### config.mk
export PLATFORM = sky130hd
export DESIGN_NAME = payload_fragmenter_unit
export DESIGN_NICKNAME = d
export VERILOG_FILES = /design/src/rtl/core/pfrag_pkg.sv /design/src/rtl/core/payload_fragmenter_unit.sv /design/src/rtl/core/pfrag_engine.sv
export SDC_FILE = /design/constraint.sdc
export NUM_CORES = 1
export LEC_CHECK = 0
export ABC_CLOCK_PERIOD_IN_PS = 10600
export BUFFER_PORTS_ARGS = -buffer_cell sky130_fd_sc_hd__buf_2
export CAP_MARGIN = 25
export CORE_MARGIN = 10
export CORE_UTILIZATION = 35
export CTS_BUF_LIST = sky130_fd_sc_hd__clkbuf_16
export CTS_CLUSTER_SIZE = 40
export DETAILED_ROUTE_END_ITERATION = 10
export HOLD_SLACK_MARGIN = 0.1
export SYNTH_ARGS = -nofsm -noshare
export SYNTH_HDL_FRONTEND = slang
export SYNTH_HIERARCHICAL = 1
export SYNTH_SLANG_ARGS = --single-unit
### constraint.sdc
create_clock -name clock -period 10.6 [get_ports clock]
set_input_delay 2.12 -clock clock [delete_from_list [all_inputs] [get_ports clock]]
set_output_delay 2.12 -clock clock [all_outputs]
set_load 0.05 [all_outputs]
### src/rtl/core/pfrag_pkg.sv
// Shared types, widths and constants of the payload fragmenter.
package pfrag_pkg;

   // Payload bytes carried by one fragment.
   localparam int FRAG_BYTES = 64;

   localparam int BYTE_W       = 8;
   localparam int LENGTH_W     = 24;
   localparam int CAPACITY_W   = 26;
   localparam int INDEX_W      = 16;
   localparam int TOTAL_W      = 26;
   localparam int CSR_DATA_W   = 26;
   localparam int CSR_INDEX_W  = 1;
   localparam int HDR_BYTES    = 4;
   localparam int RSP_CNT_W    = 3;
   localparam int POS_W        = $clog2(FRAG_BYTES + 1);

   // Fragment count of a message: ceil(length / FRAG_BYTES), by reciprocal multiplication.
   localparam int DIVIDEND_W   = LENGTH_W + 1;
   localparam int FRAG_N_W     = LENGTH_W + 1;
   localparam int FRAG_LOG2    = $clog2(FRAG_BYTES);
   localparam int FRAG_SHIFT   = DIVIDEND_W + FRAG_LOG2;
   localparam int RECIP_W      = DIVIDEND_W + 2;
   localparam int PROD_W       = DIVIDEND_W + RECIP_W;
   localparam logic [RECIP_W-1:0] FRAG_RECIP =
      RECIP_W'(((64'd1 << FRAG_SHIFT) + 64'(FRAG_BYTES) - 64'd1) / 64'(FRAG_BYTES));

   // Width of length plus four header bytes per fragment.
   localparam int NEED_W       = FRAG_N_W + 3;

   // Number of result beats that one payload byte produces.
   localparam logic [RSP_CNT_W-1:0] RSP_NONE        = RSP_CNT_W'(0);
   localparam logic [RSP_CNT_W-1:0] RSP_ONE         = RSP_CNT_W'(1);
   localparam logic [RSP_CNT_W-1:0] RSP_WITH_HEADER = RSP_CNT_W'(HDR_BYTES + 1);

   typedef enum logic [1:0] {
      STATUS_OK       = 2'd0,
      STATUS_BAD_ARG  = 2'd1,
      STATUS_BAD_SIZE = 2'd2
   } status_type;

   typedef enum logic [CSR_INDEX_W-1:0] {
      CSR_MESSAGE_LENGTH  = 1'b0,
      CSR_OUTPUT_CAPACITY = 1'b1
   } csr_index_type;

   // Configuration as seen by the fragmenting engine.
   typedef struct packed {
      logic [LENGTH_W-1:0]   message_length;
      logic [CAPACITY_W-1:0] output_capacity;
      logic [FRAG_N_W-1:0]   frag_n;
   } pfrag_cfg_type;

   // Everything one accepted payload byte produces: header beats and the closing beat.
   typedef struct packed {
      logic [RSP_CNT_W-1:0]                n_results;
      logic [HDR_BYTES-1:0][BYTE_W-1:0]    header;
      logic [BYTE_W-1:0]                   out_byte;
      status_type                          status;
      logic                                last;
      logic [INDEX_W-1:0]                  fragment_count;
      logic [TOTAL_W-1:0]                  total_length;
   } pfrag_result_type;

endpackage

### src/rtl/core/payload_fragmenter_unit.sv
// Top level of the payload fragmenter: configuration registers, engine and result buffer.
//
// The block takes a message one payload byte per req beat and re-emits it as fragments
// of up to FRAG_BYTES payload bytes, each preceded by a four-byte big-endian header made of
// the 1-based fragment index and the fragment count. The message length and the output
// capacity are written through the csr port; the user must do so only while the block is
// idle, as the block itself does not enforce it. The fragment count is derived by a
// reciprocal multiplier at the moment the length is written, so an item may follow the
// write in the very next cycle. The length, fragment count and capacity checks run on the
// first byte of each message; a failed check gives one rsp beat with last set and a
// non-zero status, and the remaining bytes of that message are then swallowed without any
// rsp beat. A byte is turned into its rsp beats in the cycle it is accepted and held in a
// result buffer of five entries. A byte that opens a fragment yields five rsp beats (four
// header beats and the payload beat), so the req side waits while the header drains; a
// new req beat is accepted in the same cycle as the last buffered rsp beat leaves. Every
// other byte yields one rsp beat, and a dropped byte none. The final rsp beat of a message
// that passes its checks carries the fragment count and the total output length, headers
// included.
module payload_fragmenter_unit (
   input  logic                                    clock,
   input  logic                                    reset,

   input  logic                                    req_valid,
   output logic                                    req_ready,
   input  logic [7:0]                              req_payload_byte,

   output logic                                    rsp_valid,
   input  logic                                    rsp_ready,
   output logic [7:0]                              rsp_out_byte,
   output logic [1:0]                              rsp_status,
   output logic                                    rsp_last,
   output logic [15:0]                             rsp_fragment_count,
   output logic [25:0]                             rsp_total_length,

   input  logic                                    csr_write_enable,
   input  logic [pfrag_pkg::CSR_INDEX_W-1:0]       csr_index,
   input  logic [pfrag_pkg::CSR_DATA_W-1:0]        csr_write_data
);
   import pfrag_pkg::*;

   // Configuration registers and the derived fragment count.
   logic [LENGTH_W-1:0]   length_ff, length_in;
   logic [CAPACITY_W-1:0] capacity_ff, capacity_in;
   logic [FRAG_N_W-1:0]   frag_n_ff, frag_n_in;

   logic [DIVIDEND_W-1:0] dividend;
   logic [PROD_W-1:0]     product;
   logic [FRAG_N_W-1:0]   frag_n_new;

   // Result buffer: four header bytes and one closing entry, drained by a count.
   logic [RSP_CNT_W-1:0]             rsp_cnt_ff, rsp_cnt_in;
   logic [HDR_BYTES-1:0][BYTE_W-1:0] hdr_ff, hdr_in;
   logic [BYTE_W-1:0]                fin_byte_ff, fin_byte_in;
   status_type                       fin_status_ff, fin_status_in;
   logic                             fin_last_ff, fin_last_in;
   logic [INDEX_W-1:0]               fin_count_ff, fin_count_in;
   logic [TOTAL_W-1:0]               fin_total_ff, fin_total_in;

   logic                             req_take;
   logic                             rsp_take;
   logic [1:0]                       hdr_sel;
   pfrag_cfg_type                    cfg;
   pfrag_result_type                 result;

   // Ceiling division of the new length by the fragment size, exact over the full range.
   assign dividend   = DIVIDEND_W'(csr_write_data[LENGTH_W-1:0]) + DIVIDEND_W'(FRAG_BYTES - 1);
   assign product    = PROD_W'(dividend) * PROD_W'(FRAG_RECIP);
   assign frag_n_new = FRAG_N_W'(product >> FRAG_SHIFT);

   always_comb begin
      length_in   = length_ff;
      capacity_in = capacity_ff;
      frag_n_in   = frag_n_ff;
      if (csr_write_enable) begin
         case (csr_index)
            CSR_MESSAGE_LENGTH: begin
               length_in = csr_write_data[LENGTH_W-1:0];
               frag_n_in = frag_n_new;
            end
            CSR_OUTPUT_CAPACITY: begin
               capacity_in = csr_write_data[CAPACITY_W-1:0];
            end
            default: begin
               length_in = length_ff;
            end
         endcase
      end
   end

   always_ff @(posedge clock) begin
      if (reset) begin
         length_ff   <= '0;
         capacity_ff <= '0;
         frag_n_ff   <= '0;
      end else begin
         length_ff   <= length_in;
         capacity_ff <= capacity_in;
         frag_n_ff   <= frag_n_in;
      end
   end

   assign cfg.message_length  = length_ff;
   assign cfg.output_capacity = capacity_ff;
   assign cfg.frag_n          = frag_n_ff;

   // A new byte may enter once the buffer is empty or its final entry leaves this cycle.
   assign req_ready = (rsp_cnt_ff == RSP_NONE) || ((rsp_cnt_ff == RSP_ONE) && rsp_ready);
   assign req_take  = req_valid && req_ready;
   assign rsp_valid = rsp_cnt_ff != RSP_NONE;
   assign rsp_take  = rsp_valid && rsp_ready;

   pfrag_engine u_engine (
      .clock        (clock),
      .reset        (reset),
      .accept       (req_take),
      .payload_byte (req_payload_byte),
      .cfg          (cfg),
      .result       (result)
   );

   always_comb begin
      rsp_cnt_in    = rsp_cnt_ff;
      hdr_in        = hdr_ff;
      fin_byte_in   = fin_byte_ff;
      fin_status_in = fin_status_ff;
      fin_last_in   = fin_last_ff;
      fin_count_in  = fin_count_ff;
      fin_total_in  = fin_total_ff;
      if (req_take) begin
         rsp_cnt_in    = result.n_results;
         hdr_in        = result.header;
         fin_byte_in   = result.out_byte;
         fin_status_in = result.status;
         fin_last_in   = result.last;
         fin_count_in  = result.fragment_count;
         fin_total_in  = result.total_length;
      end else if (rsp_take) begin
         rsp_cnt_in = rsp_cnt_ff - 1'b1;
      end
   end

   always_ff @(posedge clock) begin
      if (reset) begin
         rsp_cnt_ff <= RSP_NONE;
      end else begin
         rsp_cnt_ff <= rsp_cnt_in;
      end
   end

   always_ff @(posedge clock) begin
      hdr_ff        <= hdr_in;
      fin_byte_ff   <= fin_byte_in;
      fin_status_ff <= fin_status_in;
      fin_last_ff   <= fin_last_in;
      fin_count_ff  <= fin_count_in;
      fin_total_ff  <= fin_total_in;
   end

   // While more than one entry remains, the header bytes go out first, index byte high first.
   assign hdr_sel = 2'(RSP_WITH_HEADER - rsp_cnt_ff);

   always_comb begin
      if (rsp_cnt_ff > RSP_ONE) begin
         rsp_out_byte       = hdr_ff[hdr_sel];
         rsp_status         = STATUS_OK;
         rsp_last           = 1'b0;
         rsp_fragment_count = '0;
         rsp_total_length   = '0;
      end else begin
         rsp_out_byte       = fin_byte_ff;
         rsp_status         = fin_status_ff;
         rsp_last           = fin_last_ff;
         rsp_fragment_count = fin_count_ff;
         rsp_total_length   = fin_total_ff;
      end
   end

endmodule

### src/rtl/core/pfrag_engine.sv
// Message tracking state and per-byte result computation of the payload fragmenter.
module pfrag_engine (
   input  logic                         clock,
   input  logic                         reset,
   input  logic                         accept,
   input  logic [7:0]                   payload_byte,
   input  pfrag_pkg::pfrag_cfg_type     cfg,
   output pfrag_pkg::pfrag_result_type  result
);
   import pfrag_pkg::*;

   logic [LENGTH_W-1:0] bytes_taken_ff, bytes_taken_in;
   logic [INDEX_W-1:0]  fragment_index_ff, fragment_index_in;
   logic [POS_W-1:0]    position_ff, position_in;
   logic [INDEX_W-1:0]  fragment_total_ff, fragment_total_in;
   logic [TOTAL_W-1:0]  output_count_ff, output_count_in;
   logic                dropping_ff, dropping_in;

   logic [LENGTH_W-1:0] taken;
   logic                ends;
   logic                first;
   logic [NEED_W-1:0]   need;
   status_type          check;
   logic [INDEX_W-1:0]  total_sel;
   logic [INDEX_W-1:0]  idx;
   logic [TOTAL_W-1:0]  oc_new;
   logic [POS_W-1:0]    pos_inc;

   assign taken     = bytes_taken_ff + 1'b1;
   assign ends      = taken >= cfg.message_length;
   assign first     = bytes_taken_ff == '0;
   assign need      = NEED_W'(cfg.message_length) + (NEED_W'(cfg.frag_n) << 2);
   assign total_sel = first ? cfg.frag_n[INDEX_W-1:0] : fragment_total_ff;
   assign idx       = fragment_index_ff + 1'b1;
   assign pos_inc   = position_ff + 1'b1;
   assign oc_new    = output_count_ff + ((position_ff == '0) ? TOTAL_W'(HDR_BYTES + 1)
                                                             : TOTAL_W'(1));

   // Checks made on the first byte of a message.
   always_comb begin
      if (cfg.message_length == '0) begin
         check = STATUS_BAD_ARG;
      end else if (cfg.frag_n[FRAG_N_W-1:INDEX_W] != '0) begin
         check = STATUS_BAD_SIZE;
      end else if (NEED_W'(cfg.output_capacity) < need) begin
         check = STATUS_BAD_SIZE;
      end else begin
         check = STATUS_OK;
      end
   end

   always_comb begin
      bytes_taken_in    = bytes_taken_ff;
      fragment_index_in = fragment_index_ff;
      position_in       = position_ff;
      fragment_total_in = fragment_total_ff;
      output_count_in   = output_count_ff;
      dropping_in       = dropping_ff;

      result                = '0;
      result.n_results      = RSP_NONE;
      result.status         = STATUS_OK;
      result.header[0]      = idx[15:8];
      result.header[1]      = idx[7:0];
      result.header[2]      = total_sel[15:8];
      result.header[3]      = total_sel[7:0];

      if (accept) begin
         if (dropping_ff) begin
            bytes_taken_in = taken;
            if (ends) begin
               bytes_taken_in = '0;
               dropping_in    = 1'b0;
            end
         end else if (first && (check != STATUS_OK)) begin
            result.n_results = RSP_ONE;
            result.status    = check;
            result.last      = 1'b1;
            if (!ends) begin
               bytes_taken_in = taken;
               dropping_in    = 1'b1;
            end
         end else begin
            result.n_results = (position_ff == '0) ? RSP_WITH_HEADER : RSP_ONE;
            result.out_byte  = payload_byte;
            if (ends) begin
               result.last           = 1'b1;
               result.fragment_count = total_sel;
               result.total_length   = oc_new;
               bytes_taken_in        = '0;
               fragment_index_in     = '0;
               position_in           = '0;
               fragment_total_in     = '0;
               output_count_in       = '0;
            end else begin
               fragment_total_in = total_sel;
               bytes_taken_in    = taken;
               output_count_in   = oc_new;
               if (pos_inc >= POS_W'(FRAG_BYTES)) begin
                  position_in       = '0;
                  fragment_index_in = idx;
               end else begin
                  position_in = pos_inc;
               end
            end
         end
      end
   end

   always_ff @(posedge clock) begin
      if (reset) begin
         bytes_taken_ff    <= '0;
         fragment_index_ff <= '0;
         position_ff       <= '0;
         fragment_total_ff <= '0;
         output_count_ff   <= '0;
         dropping_ff       <= 1'b0;
      end else begin
         bytes_taken_ff    <= bytes_taken_in;
         fragment_index_ff <= fragment_index_in;
         position_ff       <= position_in;
         fragment_total_ff <= fragment_total_in;
         output_count_ff   <= output_count_in;
         dropping_ff       <= dropping_in;
      end
   end

endmodule

==> metrics.yaml <==
status:
  status: "finished clean"
power:
  cell_internal_pwr_mw: 1.934
  power_frac_comb_pct: 35.8
  p_per_area_mw_per_mm2: 202.2
  p_leak_nw: 6.107
  pwr-share-clk_pct: 27.7
  power_switching_mw: 1.274
  pwr-share-seq_pct: 36.5
  peakVddDrop_mv: 0.09862
  switching_share_pct: 39.71
layout:
  post-route-cell-area_mm2: 0.01586
  final_cells: 2148
  area_growth_pct: 12.37
  final_layout_size_suffix_gt1_share_pct: 12.78
  nNetsFinal: 1721
  num-fill-cells: 3963
  finish.utilization_pct: 39.83
synthesis:
  synth.cell_area_mm2: 0.01412
  async_flop_share_pct: 0
  syn_inst: 1542
  synth_edf_count: 85
  yosysWarnings: 6
  synth-seq-cells: 247
  syn_area_per_cell_um2: 9.154
  synth_ff_type: "dfxtp_1"
  ys_types: 84
  ys_seq_area_share_pct: 41.06
worst_setup_path:
  cp_top_family: "compound AO/OA/AOI/OAI gates"
  path_max_fanout: 55
  startpoint_type: "flop"
  slowest_delay_ns: 0.86
  r2r_start: "frag_n_ff[0]"
  reg2reg_to: "u_engine/output_count_ff[15]"
  crit_chain: "ha_1 -> inv_1 -> fa_1 -> nor2b_1 -> o31a_1 -> o211a_1 -> or2_2 -> a211oi_1 -> o21bai_1 -> xnor2_1 -> ha_1 -> nand3_1 -> nor2_1 -> o2111ai_1 -> o2111ai_1 -> and2_2 -> buf_4 -> nand2_1 -> o32ai_1"
  arrival_ns: 6.17
  required_ns: 11.03
  worstSetupEndpointType: "flop"
  path_buf_inv: 2
  worst-r2r-cell-count: 19
  reg2reg_setup_slack_ns: 4.86
  critical_path.slowest_cell: "o2111ai_1"
  critical_path_class: "flop to flop"
flow_run:
  cap_viol_max_count: 0
detailed_routing:
  antenna_left: 0
  drc: 0
  firstDrtPassIters: 4
  post_drt_wl_per_cell_um: 17.79
  drt-initial-drc-count: 926
  via_per_inst: 5.377
  wirelength_um: 38220
  vias: 11550
timing:
  setup-violations-final: 0
  fmax_ghz: 0.1743
  tightest_slew_ns: 1.002
  timing.setup.tns_ns: 0
  hold_viol: 0
  min_period_ns: 5.738
  maxSlewHeadroom_pct: 33.19
  finalClockSkew_ns: 0.01167
  drv_slew: 0
  fin_crit_sh_pct: 54.14
  rsz0062_at_grt: "no"
clocking:
  clkTransAtPathRegs_ns: 0.06
  clock_latency_ns: 0.54
  cts_buffer_depth: 3
  numClockSinks: 247
  tritoncts: "yes"
  post-cts-setup-buffers: 0
  cts_resized: 0
  cts_max_level: 1
  hold_buffers: 0
  numCtsBuffers: 27
  cts_root_buffer: "clkbuf_16"
floorplanning:
  dieArea_mm2: 0.04876
  io_pins: 95
  die_width_um: 220.8
  dieHeight_um: 220.8
  core_mm2: 0.03982
  rows: 73
  start_util_pct: 35.45
global_route:
  grt_use_total_pct: 14.81
  grt_antenna_before_repair: 4
  grt_pass1_vias: 11060
  grt_pass1_wl_um: 60770
  grt_overflow: 0
  grt_max_degree: 92
worst_hold_path:
  min-delay-start: "u_engine/fragment_total_ff[4]"
  min_to: "u_engine/fragment_total_ff[4]"
  whs_path_depth: 2
  worstHoldPathType: "flop to flop"
place:
  gp_congestion: 0.8683
  dp.cells: 2092
  dpl-instance-area_mm2: 0.01497
  dpl.hpwl_um: 27370
  portBuffers: 94
==> worst reg2reg max path, delay by kind of cell (launching register included) <==
| kind | cells | cell delay (ns) |
|---|---|---|
| xor gates and xnor gates | 1 | 0.15 |
| buffers and inverters | 2 | 0.55 |
| DFF | 1 | 0.33 |
| and+or+nand+nor | 6 | 1.48 |
| adders and majority gates | 3 | 0.74 |
| AOI/OAI and AO/OA | 7 | 2.38 |
==> cells by family (layout without fill, tap and decap cells) <==
| group | Yosys count | after routing | share of synthesized area [%] |
|---|---|---|---|
| AND/OR/NAND/NOR | 618 | 618 | 22.79 |
| flip-flops | 247 | 247 | 41.06 |
| AO/OA/AOI/OAI | 319 | 319 | 15.13 |
| multiplexers | 48 | 48 | 4.334 |
| adder cells (fa/ha/maj) | 82 | 82 | 7.321 |
| buffers and inverters | 150 | 218 | 4.600 |
| other | 2 | 15 | 0.05320 |
| XOR/XNOR | 76 | 76 | 4.715 |
==> through the flow <==
step                      setup WS, ns  power, mW  hold slack, ns
after CTS                        4.921      3.226          0.4512
after detailed placement         4.927      2.330          0.4425
after floorplan                  2.946      2.052          0.4295
after global routing             4.467      3.371          0.4707
after global placement           5.105      2.317          0.4354
final                            4.862      3.208          0.4492
==> Yosys cell counts, types with 5 or more instances <==
library cell / count / share of area, %
nand3b_1: 8 / 0.43
nand2b_1: 10 / 0.44
o21a_1: 9 / 0.48
a32o_1: 14 / 0.99
xor2_1: 30 / 1.9
nor2_1: 98 / 2.6
nor3_1: 25 / 0.89
or4_1: 7 / 0.37
mux2i_1: 15 / 1.1
and3_1: 48 / 2.1
nand4_1: 25 / 1.1
buf_2: 15 / 0.53
buf_4: 9 / 0.48
xnor2_1: 46 / 2.9
a21boi_0: 5 / 0.27
a21o_1: 13 / 0.69
mux4_2: 8 / 1.3
and2_1: 53 / 2.3
nand2_1: 176 / 4.7
a211oi_1: 13 / 0.69
a22o_1: 11 / 0.68
o2bb2ai_1: 14 / 0.87
edfxtp_1: 85 / 18
o31ai_1: 8 / 0.43
a311oi_1: 13 / 0.81
o21ai_0: 30 / 1.1
nand3_1: 64 / 2.3
inv_1: 61 / 1.6
a22oi_1: 5 / 0.27
o32ai_1: 12 / 0.74
nor4_1: 27 / 1.2
nor3b_1: 8 / 0.43
a21oi_1: 126 / 4.5
or3_1: 17 / 0.75
clkbuf_1: 57 / 1.5
nor2b_1: 21 / 0.93
mux2_2: 25 / 2.0
a31oi_1: 9 / 0.40
dfxtp_1: 162 / 23
ha_1: 81 / 7.2
==> cell usage in the layout, fill, tap and decap left out, types with 52 or more instances in the layout <==
cell type    n
and2_1      52
buf_2       93
dfxtp_1    162
nand2_1    176
ha_1        81
nand3_1     64
nor2_1      97
inv_1       67
edfxtp_1    85
a21oi_1    126
==> registers in the layout, summed over array words and instances, names as in the netlist <==
signal	flops
capacity_ff	26
fin_byte_ff	8
fin_count_ff	16
fin_last_ff	1
fin_status_ff	2
fin_total_ff	26
frag_n_ff	19
hdr_ff	32
length_ff	24
rsp_cnt_ff	3
u_engine/bytes_taken_ff	24
u_engine/dropping_ff	1
u_engine/fragment_index_ff	16
u_engine/fragment_total_ff	16
u_engine/output_count_ff	26
u_engine/position_ff	7
==> power by group through the flow <==
stage	sequential (mW)	combinational, mW	clock, mW
6_report	1.17	1.15	0.888
5_1_grt	1.18	1.24	0.951
4_1_cts	1.17	1.14	0.910
3_5_place_dp	1.19	1.14	0
3_3_place_gp	1.19	1.13	0
2_1_floorplan	1.16	0.887	0
==> routing by layer <==
layer | global-route usage (%) | share of wire, % | vias to the layer above
met5 | 0 | 0.034 | -
met4 | 3.787 | 2.0 | 2
met3 | 2.597 | 5.9 | 42
met2 | 23.48 | 45 | 268
met1 | 20.36 | 47 | 5512
li1 | - | - | 5725
==> final cells by class <==
class                           count  area [um2]  area share [%]
Multi-Input combinational cell   1155        7741           48.80
Sequential cell                   247        5796           36.54
Clock buffer                       28       700.7           4.417
Tap cell                          525       656.9           4.141
Timing Repair Buffer              107       603.1           3.802
Inverter                           61       229.0           1.443
Clock inverter                     22       128.9          0.8124
Antenna cell                        3       7.507         0.04733
==> how the worst max path moves through the flow <==
stage	from	depth (start not counted)	slack (ns)	to
floorplan	rsp_ready	10	2.95	u_engine/position_ff[5]
global placement	frag_n_ff[1]	17	5.10	u_engine/output_count_ff[10]
detailed placement	frag_n_ff[0]	19	4.93	u_engine/output_count_ff[15]
CTS	frag_n_ff[0]	19	4.92	u_engine/output_count_ff[3]
global route	frag_n_ff[0]	19	4.47	u_engine/output_count_ff[25]
finish	frag_n_ff[0]	19	4.86	u_engine/output_count_ff[15]
No activity file was read; power rests on OpenSTA's default activity.
